==> config.mk <==
export PLATFORM = sky130hd
export DESIGN_NAME = printf_format_spec_parser
export DESIGN_NICKNAME = d
export VERILOG_FILES = /design/src/fsp_pkg.sv /design/src/fsp_in_reg.sv /design/src/fsp_step.sv /design/src/printf_format_spec_parser.sv
export SDC_FILE = /design/constraint.sdc
export NUM_CORES = 1
export LEC_CHECK = 0
export ABC_AREA = 0
export BUFFER_PORTS_ARGS = -buffer_cell sky130_fd_sc_hd__buf_2
export CAP_MARGIN = 20
export CORE_MARGIN = 4
export CORE_UTILIZATION = 60
export CTS_CLUSTER_SIZE = 12
export DETAILED_ROUTE_END_ITERATION = 10
export GPL_TIMING_DRIVEN = 0
export PLACE_DENSITY = 0.91
export SKIP_CTS_REPAIR_TIMING = 1
export SYNTH_ARGS = -nofsm -noshare
export SYNTH_HDL_FRONTEND = slang
export SYNTH_SLANG_ARGS = --single-unit
==> constraint.sdc <==
create_clock -name clk -period 12.5 [get_ports clk]
set_input_delay 2.5 -clock clk [delete_from_list [all_inputs] [get_ports clk]]
set_output_delay 2.5 -clock clk [all_outputs]
set_load 0.03 [all_outputs]
==> src/fsp_pkg.sv <==
`timescale 1ns / 1ps

package fsp_pkg;

  localparam int VAL_W = 16;
  localparam int CNT_W = 8;

  typedef enum logic [9:0] {
    PH_PCT    = 10'b00_0000_0001,
    PH_FLAGS  = 10'b00_0000_0010,
    PH_WDIG   = 10'b00_0000_0100,
    PH_DOT    = 10'b00_0000_1000,
    PH_PSTART = 10'b00_0001_0000,
    PH_PDIG   = 10'b00_0010_0000,
    PH_LEN    = 10'b00_0100_0000,
    PH_AH     = 10'b00_1000_0000,
    PH_AL     = 10'b01_0000_0000,
    PH_SPEC   = 10'b10_0000_0000
  } phase_t;

  localparam logic [1:0] ST_OK      = 2'd0;
  localparam logic [1:0] ST_NOT_PCT = 2'd1;
  localparam logic [1:0] ST_EARLY   = 2'd2;
  localparam logic [1:0] ST_BAD     = 2'd3;

  localparam logic [1:0] KIND_NONE = 2'd0;
  localparam logic [1:0] KIND_NUM  = 2'd1;
  localparam logic [1:0] KIND_STAR = 2'd2;

  localparam logic [3:0] LEN_PLAIN = 4'd0;
  localparam logic [3:0] LEN_HH    = 4'd1;
  localparam logic [3:0] LEN_H     = 4'd2;
  localparam logic [3:0] LEN_L     = 4'd3;
  localparam logic [3:0] LEN_LL    = 4'd4;
  localparam logic [3:0] LEN_J     = 4'd5;
  localparam logic [3:0] LEN_T     = 4'd6;
  localparam logic [3:0] LEN_Z     = 4'd7;
  localparam logic [3:0] LEN_BIGL  = 4'd8;
  localparam logic [3:0] LEN_BIGZ  = 4'd9;

  localparam logic [4:0] FLAG_LEFT  = 5'b00001;
  localparam logic [4:0] FLAG_PLUS  = 5'b00010;
  localparam logic [4:0] FLAG_SPACE = 5'b00100;
  localparam logic [4:0] FLAG_ALT   = 5'b01000;
  localparam logic [4:0] FLAG_ZERO  = 5'b10000;

  typedef struct packed {
    phase_t     phase;
    logic [4:0] flags;
    logic [1:0] wkind;
    logic [1:0] pkind;
    logic [3:0] len;
    logic       ovf;
  } ctrl_t;

  localparam ctrl_t CTRL_RST = '{phase: PH_PCT, flags: 5'd0, wkind: KIND_NONE,
                                 pkind: KIND_NONE, len: LEN_PLAIN, ovf: 1'b0};

  typedef struct packed {
    logic [1:0]       status;
    logic [4:0]       flags;
    logic [1:0]       wkind;
    logic [VAL_W-1:0] wval;
    logic [1:0]       pkind;
    logic [VAL_W-1:0] pval;
    logic [3:0]       len;
    logic [7:0]       spec;
    logic [CNT_W-1:0] nchars;
    logic             ovf;
  } res_t;

  function automatic logic in_conv_set(input logic [7:0] c);
    logic hit;
    hit = 1'b0;
    case (c) inside
      "i", "d", "u", "o", "p", "x", "X", "c", "s", "f", "F", "g",
      "G", "e", "E", "t", "a", "A", "n", "b", "B", "K", "%": hit = 1'b1;
      default: hit = 1'b0;
    endcase
    return hit;
  endfunction

endpackage

==> src/fsp_in_reg.sv <==
`timescale 1ns / 1ps

module fsp_in_reg (
  input  logic       clk,
  input  logic       rst_n,
  input  logic       in_valid,
  output logic       in_ready,
  input  logic [7:0] in_ch,
  input  logic       adv,
  output logic       s1_valid,
  output logic [7:0] s1_ch
);

  logic       valid_r, valid_nxt;
  logic [7:0] ch_r;
  logic       fire;

  assign in_ready  = !valid_r || adv;
  assign fire      = in_valid && in_ready;
  assign valid_nxt = fire ? 1'b1 : (adv ? 1'b0 : valid_r);

  always_ff @(posedge clk) begin
    if (!rst_n) begin
      valid_r <= 1'b0;
    end else begin
      valid_r <= valid_nxt;
    end
  end

  always_ff @(posedge clk) begin
    if (fire) begin
      ch_r <= in_ch;
    end
  end

  assign s1_valid = valid_r;
  assign s1_ch    = ch_r;

endmodule

==> src/fsp_step.sv <==
`timescale 1ns / 1ps

module fsp_step #(
  parameter int VALUE_BITS = 16,
  parameter int COUNT_BITS = 8
) (
  input  fsp_pkg::ctrl_t         st,
  input  logic [VALUE_BITS-1:0]  w_acc,
  input  logic [VALUE_BITS-1:0]  p_acc,
  input  logic [COUNT_BITS-1:0]  cnt,
  input  logic [7:0]             ch,
  output fsp_pkg::ctrl_t         st_nxt,
  output logic [VALUE_BITS-1:0]  w_acc_nxt,
  output logic [VALUE_BITS-1:0]  p_acc_nxt,
  output logic [COUNT_BITS-1:0]  cnt_nxt,
  output logic                   emit,
  output fsp_pkg::res_t          res
);

  localparam int MW = VALUE_BITS + 4;

  logic                  is_dig;
  logic [3:0]            digit;
  logic                  flag_hit;
  logic [4:0]            flag_mask;
  logic                  len_hit;
  logic                  at_dot, at_len, at_spec;
  logic [VALUE_BITS-1:0] mac_src;
  logic [MW-1:0]         mac_sum;
  logic                  mac_sat;
  logic [VALUE_BITS-1:0] mac_val;
  logic [COUNT_BITS-1:0] cnt_inc;
  logic [VALUE_BITS+fsp_pkg::VAL_W-1:0] w_ext, p_ext;
  logic [COUNT_BITS+fsp_pkg::CNT_W-1:0] c_ext, ci_ext;
  logic                  spec_ok;

  assign is_dig = (ch >= "0") && (ch <= "9");
  assign digit  = ch[3:0];

  always_comb begin
    flag_hit  = 1'b1;
    flag_mask = 5'd0;
    case (ch)
      "-":     flag_mask = fsp_pkg::FLAG_LEFT;
      "+":     flag_mask = fsp_pkg::FLAG_PLUS;
      " ":     flag_mask = fsp_pkg::FLAG_SPACE;
      "#":     flag_mask = fsp_pkg::FLAG_ALT;
      "0":     flag_mask = fsp_pkg::FLAG_ZERO;
      default: flag_hit  = 1'b0;
    endcase
  end

  always_comb begin
    case (ch) inside
      "h", "l", "j", "t", "z", "L", "Z": len_hit = 1'b1;
      default:                           len_hit = 1'b0;
    endcase
  end

  // Fall-through chain: a character not taken by one phase moves on to the next.
  assign at_dot = (st.phase == fsp_pkg::PH_DOT)
               || ((st.phase == fsp_pkg::PH_FLAGS) && !flag_hit && (ch != "*") && !is_dig)
               || ((st.phase == fsp_pkg::PH_WDIG) && !is_dig);
  assign at_len = (st.phase == fsp_pkg::PH_LEN)
               || (at_dot && (ch != "."))
               || ((st.phase == fsp_pkg::PH_PSTART) && (ch != "*") && !is_dig)
               || ((st.phase == fsp_pkg::PH_PDIG) && !is_dig);
  assign at_spec = (st.phase == fsp_pkg::PH_SPEC)
                || (at_len && !len_hit)
                || ((st.phase == fsp_pkg::PH_AH) && (ch != "h"))
                || ((st.phase == fsp_pkg::PH_AL) && (ch != "l"));

  // acc * 10 + digit as two shifted adds, saturate when any of the top bits is set.
  assign mac_src = (st.phase == fsp_pkg::PH_WDIG) ? w_acc :
                   (st.phase == fsp_pkg::PH_PDIG) ? p_acc : '0;
  assign mac_sum = ({4'd0, mac_src} << 3) + ({4'd0, mac_src} << 1) + MW'(digit);
  assign mac_sat = (mac_sum[MW-1:VALUE_BITS] != '0);
  assign mac_val = mac_sat ? '1 : mac_sum[VALUE_BITS-1:0];

  assign cnt_inc = (cnt == '1) ? cnt : cnt + COUNT_BITS'(1);

  assign w_ext  = {{fsp_pkg::VAL_W{1'b0}}, w_acc};
  assign p_ext  = {{fsp_pkg::VAL_W{1'b0}}, p_acc};
  assign c_ext  = {{fsp_pkg::CNT_W{1'b0}}, cnt};
  assign ci_ext = {{fsp_pkg::CNT_W{1'b0}}, cnt_inc};
  assign spec_ok = (ch != 8'd0) && fsp_pkg::in_conv_set(ch);

  always_comb begin
    st_nxt    = st;
    w_acc_nxt = w_acc;
    p_acc_nxt = p_acc;
    cnt_nxt   = cnt;
    emit      = 1'b0;
    res       = '0;

    unique case (st.phase)
      fsp_pkg::PH_PCT: begin
        if (ch == "%") begin
          st_nxt.phase = fsp_pkg::PH_FLAGS;
          cnt_nxt      = COUNT_BITS'(1);
        end else begin
          emit       = 1'b1;
          res.status = fsp_pkg::ST_NOT_PCT;
          st_nxt     = fsp_pkg::CTRL_RST;
          w_acc_nxt  = '0;
          p_acc_nxt  = '0;
          cnt_nxt    = '0;
        end
      end
      fsp_pkg::PH_FLAGS: begin
        if (flag_hit) begin
          st_nxt.flags = st.flags | flag_mask;
          cnt_nxt      = cnt_inc;
        end else if (ch == "*") begin
          st_nxt.wkind = fsp_pkg::KIND_STAR;
          st_nxt.phase = fsp_pkg::PH_DOT;
          cnt_nxt      = cnt_inc;
        end else if (is_dig) begin
          st_nxt.wkind = fsp_pkg::KIND_NUM;
          st_nxt.phase = fsp_pkg::PH_WDIG;
          st_nxt.ovf   = st.ovf | mac_sat;
          w_acc_nxt    = mac_val;
          cnt_nxt      = cnt_inc;
        end
      end
      fsp_pkg::PH_WDIG: begin
        if (is_dig) begin
          st_nxt.ovf = st.ovf | mac_sat;
          w_acc_nxt  = mac_val;
          cnt_nxt    = cnt_inc;
        end
      end
      fsp_pkg::PH_PSTART: begin
        st_nxt.pkind = fsp_pkg::KIND_NUM;
        p_acc_nxt    = '0;
        if (ch == "*") begin
          st_nxt.pkind = fsp_pkg::KIND_STAR;
          st_nxt.phase = fsp_pkg::PH_LEN;
          cnt_nxt      = cnt_inc;
        end else if (is_dig) begin
          st_nxt.phase = fsp_pkg::PH_PDIG;
          st_nxt.ovf   = st.ovf | mac_sat;
          p_acc_nxt    = mac_val;
          cnt_nxt      = cnt_inc;
        end
      end
      fsp_pkg::PH_PDIG: begin
        if (is_dig) begin
          st_nxt.ovf = st.ovf | mac_sat;
          p_acc_nxt  = mac_val;
          cnt_nxt    = cnt_inc;
        end
      end
      fsp_pkg::PH_AH: begin
        if (ch == "h") begin
          st_nxt.len   = fsp_pkg::LEN_HH;
          st_nxt.phase = fsp_pkg::PH_SPEC;
          cnt_nxt      = cnt_inc;
        end else begin
          st_nxt.len = fsp_pkg::LEN_H;
        end
      end
      fsp_pkg::PH_AL: begin
        if (ch == "l") begin
          st_nxt.len   = fsp_pkg::LEN_LL;
          st_nxt.phase = fsp_pkg::PH_SPEC;
          cnt_nxt      = cnt_inc;
        end else begin
          st_nxt.len = fsp_pkg::LEN_L;
        end
      end
      default: begin
      end
    endcase

    if (at_dot && (ch == ".")) begin
      st_nxt.phase = fsp_pkg::PH_PSTART;
      cnt_nxt      = cnt_inc;
    end

    if (at_len && len_hit) begin
      cnt_nxt      = cnt_inc;
      st_nxt.phase = fsp_pkg::PH_SPEC;
      case (ch)
        "h":     st_nxt.phase = fsp_pkg::PH_AH;
        "l":     st_nxt.phase = fsp_pkg::PH_AL;
        "j":     st_nxt.len   = fsp_pkg::LEN_J;
        "t":     st_nxt.len   = fsp_pkg::LEN_T;
        "z":     st_nxt.len   = fsp_pkg::LEN_Z;
        "L":     st_nxt.len   = fsp_pkg::LEN_BIGL;
        default: st_nxt.len   = fsp_pkg::LEN_BIGZ;
      endcase
    end

    if (at_spec) begin
      emit       = 1'b1;
      res.flags  = st_nxt.flags;
      res.wkind  = st_nxt.wkind;
      res.wval   = (st_nxt.wkind == fsp_pkg::KIND_NUM) ? w_ext[fsp_pkg::VAL_W-1:0] : '0;
      res.pkind  = st_nxt.pkind;
      res.pval   = (st_nxt.pkind == fsp_pkg::KIND_NUM) ? p_ext[fsp_pkg::VAL_W-1:0] : '0;
      res.len    = st_nxt.len;
      res.ovf    = st_nxt.ovf;
      if (ch == 8'd0) begin
        res.status = fsp_pkg::ST_EARLY;
        res.nchars = c_ext[fsp_pkg::CNT_W-1:0];
      end else if (spec_ok) begin
        res.status = fsp_pkg::ST_OK;
        res.spec   = ch;
        res.nchars = ci_ext[fsp_pkg::CNT_W-1:0];
      end else begin
        res.status = fsp_pkg::ST_BAD;
        res.nchars = c_ext[fsp_pkg::CNT_W-1:0];
      end
      st_nxt    = fsp_pkg::CTRL_RST;
      w_acc_nxt = '0;
      p_acc_nxt = '0;
      cnt_nxt   = '0;
    end
  end

endmodule

==> src/printf_format_spec_parser.sv <==
`timescale 1ns / 1ps

// printf conversion specification parser, one character per transaction.
// Input channel (in_valid/in_ready/in_ch): the format string, one byte per
// transaction; a zero byte marks the end of the string. Output channel
// (out_valid/out_ready/out_*): one result transaction per finished or failed
// specification, carrying status, flags, width, precision, length modifier,
// conversion character, consumed character count and an overflow flag.
// A result is valid once the character completing the specification has
// passed the input register and then the parse logic into the result
// register. Throughput: one character per cycle while out_ready is high; the
// parser state update and the multiply-by-ten digit accumulate sit in a single
// stage, so the feedback loop closes through the parser state registers alone.
// Reset (synchronous, active low) returns the parser to waiting for '%',
// clears all accumulators and empties both registers.
// Receiver stall: a pending result holds in the output register; the input
// register keeps accepting until it holds one character that cannot advance,
// then in_ready drops until out_ready returns.
module printf_format_spec_parser #(
  parameter int VALUE_BITS = 16,
  parameter int COUNT_BITS = 8
) (
  input  logic        clk,
  input  logic        rst_n,
  input  logic        in_valid,
  output logic        in_ready,
  input  logic [7:0]  in_ch,
  output logic        out_valid,
  input  logic        out_ready,
  output logic [1:0]  out_status,
  output logic [4:0]  out_flag_bits,
  output logic [1:0]  out_width_kind,
  output logic [15:0] out_width_value,
  output logic [1:0]  out_precision_kind,
  output logic [15:0] out_precision_value,
  output logic [3:0]  out_length_code,
  output logic [7:0]  out_specifier_char,
  output logic [7:0]  out_token_chars,
  output logic        out_number_overflow
);

  logic       s1_valid;
  logic [7:0] s1_ch;
  logic       adv;

  // Parser state
  fsp_pkg::ctrl_t        st_r, st_nxt;
  logic [VALUE_BITS-1:0] w_acc_r, w_acc_nxt;
  logic [VALUE_BITS-1:0] p_acc_r, p_acc_nxt;
  logic [COUNT_BITS-1:0] cnt_r, cnt_nxt;

  // Result register
  logic          emit;
  fsp_pkg::res_t res_nxt;
  fsp_pkg::res_t res_r;
  logic          out_valid_r, out_valid_nxt;

  // Advance the held character whenever the result slot is free or draining.
  assign adv = s1_valid && (!out_valid_r || out_ready);

  fsp_in_reg u_in_reg (
    .clk      (clk),
    .rst_n    (rst_n),
    .in_valid (in_valid),
    .in_ready (in_ready),
    .in_ch    (in_ch),
    .adv      (adv),
    .s1_valid (s1_valid),
    .s1_ch    (s1_ch)
  );

  fsp_step #(
    .VALUE_BITS (VALUE_BITS),
    .COUNT_BITS (COUNT_BITS)
  ) u_step (
    .st        (st_r),
    .w_acc     (w_acc_r),
    .p_acc     (p_acc_r),
    .cnt       (cnt_r),
    .ch        (s1_ch),
    .st_nxt    (st_nxt),
    .w_acc_nxt (w_acc_nxt),
    .p_acc_nxt (p_acc_nxt),
    .cnt_nxt   (cnt_nxt),
    .emit      (emit),
    .res       (res_nxt)
  );

  // Hold the parser state unless a character advances.
  always_ff @(posedge clk) begin
    if (!rst_n) begin
      st_r    <= fsp_pkg::CTRL_RST;
      w_acc_r <= '0;
      p_acc_r <= '0;
      cnt_r   <= '0;
    end else if (adv) begin
      st_r    <= st_nxt;
      w_acc_r <= w_acc_nxt;
      p_acc_r <= p_acc_nxt;
      cnt_r   <= cnt_nxt;
    end
  end

  // Load a new result when one is produced; drop valid once it is taken.
  assign out_valid_nxt = (adv && emit) ? 1'b1 : (out_ready ? 1'b0 : out_valid_r);

  always_ff @(posedge clk) begin
    if (!rst_n) begin
      out_valid_r <= 1'b0;
    end else begin
      out_valid_r <= out_valid_nxt;
    end
  end

  always_ff @(posedge clk) begin
    if (adv && emit) begin
      res_r <= res_nxt;
    end
  end

  assign out_valid           = out_valid_r;
  assign out_status          = res_r.status;
  assign out_flag_bits       = res_r.flags;
  assign out_width_kind      = res_r.wkind;
  assign out_width_value     = res_r.wval;
  assign out_precision_kind  = res_r.pkind;
  assign out_precision_value = res_r.pval;
  assign out_length_code     = res_r.len;
  assign out_specifier_char  = res_r.spec;
  assign out_token_chars     = res_r.nchars;
  assign out_number_overflow = res_r.ovf;

endmodule

# Word level (Yosys, flattened, before mapping)
# Index checks and enable logic that the tools add are counted.
# W data, S select, Z words.
[classes]
n_addsub = 3
muxes = 77
n_lt_le_gt_ge = 2
n_reduce_logical = 54
bitwise = 4
n_eq_ne = 62
[op_table]
columns = ["operator", "n"]
rows = [
  ["$eq A8 B7 Y1 const B", 28],
  ["$mux W16", 14],
  ["$mux W8", 13],
  ["$pmux W16 S3", 2],
  ["$mux W10", 9],
  ["$eq A8 B6 Y1 const B", 8],
  ["$mux W64", 1],
  ["$pmux W10 S5", 1],
  ["$pmux W8 S6", 1],
  ["$pmux W5 S5", 1],
  ["$mux W24", 1],
  ["$reduce_or A23 Y1", 1],
  ["$add A19 B17 Y20", 1],
  ["$add A20 B4 Y20", 1],
  ["$pmux W10 S2", 1],
  ["$pmux W4 S5", 1],
  ["$logic_and A1 B1 Y1", 18],
  ["$mux W2", 9],
  ["$ne A8 B6 Y1 const B", 2],
  ["$ne A8 B7 Y1 const B", 2],
  ["$reduce_bool A8 Y1", 2],
  ["$mux W1", 15],
  ["$mux W14", 1],
  ["$pmux W7 S2", 1],
  ["44 further kinds", 68],
]
[totals]
wordCells = 224
output_inout_bits = 66
register_bits = 138

# Logic depth before layout (Yosys ltp)
[logic_depth]
depth_word = 20
mapped_depth = 20
depth_no_buf = 16

# Modules after synthesis
# From an unflattened synthesis, not the netlist that was laid out.
[hier_totals]
cells_unflattened = 1057
hier_area_um2 = 9047.4
[by_module_without_submodules]
columns = ["mod", "area_per_inst_um2", "cells_each", "n_inst"]
rows = [
  ["printf_format_spec_parser", 4518.1, 347, 1],
  ["fsp_step", 4231.6, 697, 1],
  ["fsp_in_reg", 297.8, 13, 1],
]

# Least setup slack after synthesis
# No wires, ideal clock.
[synth_path]
path_type = "input port to output port"
from = "input out_ready"
to = "output in_ready"
stages = 1
arrival_time_ps = 2842
slack_ps = 7158
t_required_ps = 10000
cell_sequence = "nand3b_1"
[synth_via]
elab_chain_cells = 3
[synth_rtl]
columns = ["element", "line_no", "text"]
rows = [
  ["from (decl)", "printf_format_spec_parser.sv:29", "input logic out_ready,"],
  ["$logic_or A1 B1 Y1", "printf_format_spec_parser.sv:59", "assign adv = s1_valid && (!out_valid_r || out_ready);"],
  ["$logic_and A1 B1 Y1", "printf_format_spec_parser.sv:59", ""],
  ["$logic_or A1 B1 Y1", "fsp_in_reg.sv:18", "assign in_ready = !valid_r || adv;"],
  ["to (decl)", "printf_format_spec_parser.sv:26", "output logic in_ready,"],
]
# Every way passes these cells.

# Final worst setup path
[layout_path]
from = "register st_r[23] (netlist bit)"
to = "register p_acc_r[7]"
[layout_via]
elab_chain_cells = 16
elab_cells_between_ends = 44
[layout_rtl]
columns = ["element", "line_no", "text"]
rows = [
  ["from (decl)", "printf_format_spec_parser.sv:47", "fsp_pkg::ctrl_t st_r, st_nxt;"],
  ["from (signal assigned)", "printf_format_spec_parser.sv:92", "st_r <= fsp_pkg::CTRL_RST;"],
  ["from (signal assigned)", "printf_format_spec_parser.sv:97", "st_r <= st_nxt;"],
  ["branches (longest 16 deep; another with $add A19 B17 Y20)", "-", ""],
  ["to (signal assigned)", "printf_format_spec_parser.sv:99", "p_acc_r <= p_acc_nxt;"],
  ["to (decl)", "printf_format_spec_parser.sv:49", "logic [VALUE_BITS-1:0] p_acc_r, p_acc_nxt;"],
]
# Several ways; the timed one is not identified. The select of a mux whose other input is x is not followed.
# A chain may end at the register's enable or synchronous reset.

==> summary.md <==
| Metric | Value |
|---|---|
| Final Hold Fails | `0` |
| Cts bufs inserted | `17` |
| Synth unique cells | `85` |
| H-Tree Depth | `4` |
| Clock-pin transition on the worst setup and hold timing paths | `60 ps` |
| # IOs | `78` |
| Final wirelength | `19500 µm` |
| # Max-Cap Violations | `0` |
| Top-area cell type share of the netlist area | `28.2%` |
| Post-Syn Nets | `816` |
| Post-DP HPWL | `14100 µm` |
| Die ar. | `0.0147 mm²` |
| Largest net degree at the start of global routing | `47` |
| Initial core utilization | `61.1%` |
| Reg2reg setup slack | `6980 ps` |
| Slew HR | `49.2%` |
| Setup TNS | `0 ps` |
| Yosys reg bits | `138` |
| Synth Flop Type | `edfxtp_1` |
| Number of DRC markers in iteration 0 | `777` |
| Antenna violations before repair | `0` |
| Measured slew at the worst slew-check pin | `757 ps` |
| Area of the multi-input gates | `0.00394 mm²` |
| CP Capture Type | `flop` |
| First-pass DRT Iterations | `6` |
| Gp weighted congestion | `0.956` |
| Fin Clk Skew | `6.75 ps` |
| CTS tree | `built` |
| Synth warn | `0` |
| Vias in the first global route | `6092` |
| Class of the worst hold path | `reg2reg` |
| Later-pin clock latency in the skew report | `430 ps` |
| Via count | `6627` |
| Row Count | `41` |
| Nets | `913` |
| Post-synthesis sequential area ratio | `45.4%` |
| Area leader, netlist | `edfxtp_1` |
| IO Port Bufs | `77` |
| Clock Path Buffers | `2` |
| Routed Antenna Nets | `0` |
| Post-route DRC | `0` |
| Status | `finished clean` |
| Setup crit start kind | `flop` |
| Post-route cell area | `0.00892 mm²` |
| Critical path arrival | `5820 ps` |
| First-pass GRT wire length | `31100 µm` |
| FMAX | `181 MHz` |
| Kind of critical path | `reg2reg` |
| Period utilisation layout | `44.2%` |
| Width of the die | `121 µm` |
| CP required | `12800 ps` |
| Fin crit period | `5520 ps` |
| # diodes | `0` |
| EDFF count, synth | `72` |
| CTS sink cnt | `138` |
| Syn Area/Cell | `9.97 µm²` |
| Peak supply drop | `63.8 µV` |
| P&R area growth vs syn | `16.2%` |
| Post-synthesis async set-or-reset flop share | `0%` |
| Clk root buf | `clkbuf_16` |
| Number of fill cells in the layout | `863` |
| Slew Viols, Final | `0` |
| Synthesized area | `0.00768 mm²` |
| Total track usage | `27.0%` |
| DIE HEIGHT | `121 µm` |
| Reg area | `0.00348 mm²` |
| Layout cells sized above 1 | `18.4%` |
| Total gr overflow | `0` |
| Top cells by area, synth | `edfxtp_1 (28%), dfxtp_1 (17%), ha_1 (5.2%)` |
| Per-cell routed wire length | `18.5 µm` |
| Setup violations, final | `0` |
| RSZ-0062 raised after global routing | `no` |
| DP Area | `0.00830 mm²` |
| PwrDens | `125 mW/mm²` |
| Drt via density | `6.30` |
| Critical path peak fanout | `10` |
| Core box area | `0.0126 mm²` |
| Pleak | `0.00343 µW` |
| Post-Syn Instances | `770` |
## power by group
part	leakage, µW	internal [µW]	switching, µW
clock network	0.000306	314	213
registers	0.00121	490	5.58
logic	0.00192	23.9	66.6
total	0.00343	828	285
## cells by family after synthesis
kind of cell	share of synthesized area [%]
adders and majority gates	5.73
DFF	45.4
xor gates and xnor gates	2.17
AOI/OAI and AO/OA	19.7
muxes	0.815
and+or+nand+nor	22.9
other	0.0488
buffers and inverters	3.36
## synthesized netlist by cell type, drive strengths merged, types with 3 or more instances
| cell type | count |
|---|---|
| o2bb2ai | 33 |
| buf | 20 |
| nand2b | 6 |
| a21boi | 10 |
| edfxtp | 72 |
| a31oi | 12 |
| and4 | 3 |
| nand3b | 5 |
| nor2 | 66 |
| and3 | 10 |
| a22o | 16 |
| xor2 | 7 |
| and2 | 46 |
| nand3 | 30 |
| clkbuf | 20 |
| nand2 | 45 |
| o211ai | 5 |
| a311oi | 3 |
| ha | 32 |
| o31ai | 6 |
| dfxtp | 66 |
| o21ai | 28 |
| nor4 | 11 |
| or4 | 3 |
| xnor2 | 12 |
| a211oi | 4 |
| a22oi | 5 |
| inv | 20 |
| o21a | 6 |
| a21oi | 37 |
| a21o | 9 |
| nor2b | 20 |
| mux2i | 4 |
| nor3 | 37 |
| o211a | 3 |
| or3 | 6 |
| nor3b | 5 |
| nand4 | 8 |
## layout make-up
type	count	area share [%]
flip-flops and latches	138	39.0
repair buffers	78	4.54
clock inverters	14	1.93
plain buffers	40	2.05
clock buffers	18	5.05
multi-input cells	572	44.1
well taps	172	2.41
inverters	20	0.841
## worst max-delay path, cell delays in order, from the launching register on
cell,delay (ps)
dfxtp_1,290
buf_2,170
nor4_1,620
nand2_1,240
nor2_2,430
a22o_1,270
inv_1,70
fa_1,530
inv_1,60
ha_1,300
a211oi_1,230
nor2_1,120
o211ai_1,360
o21ai_0,160
o31a_1,280
or4_1,500
buf_2,190
buf_6,160
nor3_2,280
o2bb2ai_1,120
## through the flow
step                std cells  setup slack, ps  total power [µW]  hold slack [ps]  utilization (%)
floorplan                 770             7160               567              437                -
global placement         1019             7040               592              451             65.9
detailed placement       1020             7010               594              463             66.0
CTS                      1052             7010              1110              478             71.0
global route             1052             6520              1140              496             71.0
finish                   1052             6980              1110              478             71.0
## state kept, by name (all words and copies together), names as in the netlist, 2 cells and up
name,flops
out_specifier_char,8
u_in_reg.s1_ch,8
out_precision_kind,2
out_length_code,4
st_r,24
out_token_chars,8
w_acc_r,16
cnt_r,8
out_width_kind,2
out_status,2
out_flag_bits,5
out_precision_value,16
out_width_value,16
p_acc_r,16
## path summary, 6_finish.rpt
kind                         startpoint                 endpoint  cells after the start
hold reg to reg   st_r[10]$_SDFFE_PN0P_    st_r[10]$_SDFFE_PN0P_                      2
hold / removal    st_r[10]$_SDFFE_PN0P_    st_r[10]$_SDFFE_PN0P_                      2
setup reg to reg  st_r[23]$_SDFFE_PN0P_  p_acc_r[7]$_SDFFE_PN0P_                     19
setup / recovery  st_r[23]$_SDFFE_PN0P_  p_acc_r[7]$_SDFFE_PN0P_                     19
## routing by layer
layer | wire length [µm] | global-route usage, %
met1 | 8740 | 38.9
met4 | 283 | 7.98
met3 | 1860 | 6.29
met2 | 8580 | 40.7
met5 | 0 | 0
## cell usage in the layout, fill, tap and decap left out, types with 18 or more instances in the layout
cell type	Yosys	final
nand3_1	30	30
nor2b_1	20	20
nor3_1	28	28
nand2_1	43	43
nor2_1	65	65
a21oi_1	37	37
ha_1	32	32
clkbuf_16	0	18
inv_1	19	18
clkbuf_1	20	20
o21ai_0	26	26
o2bb2ai_1	33	33
edfxtp_1	72	72
dfxtp_1	66	66
and2_1	46	46
buf_2	14	91
No activity file was read; power rests on OpenSTA's default activity.
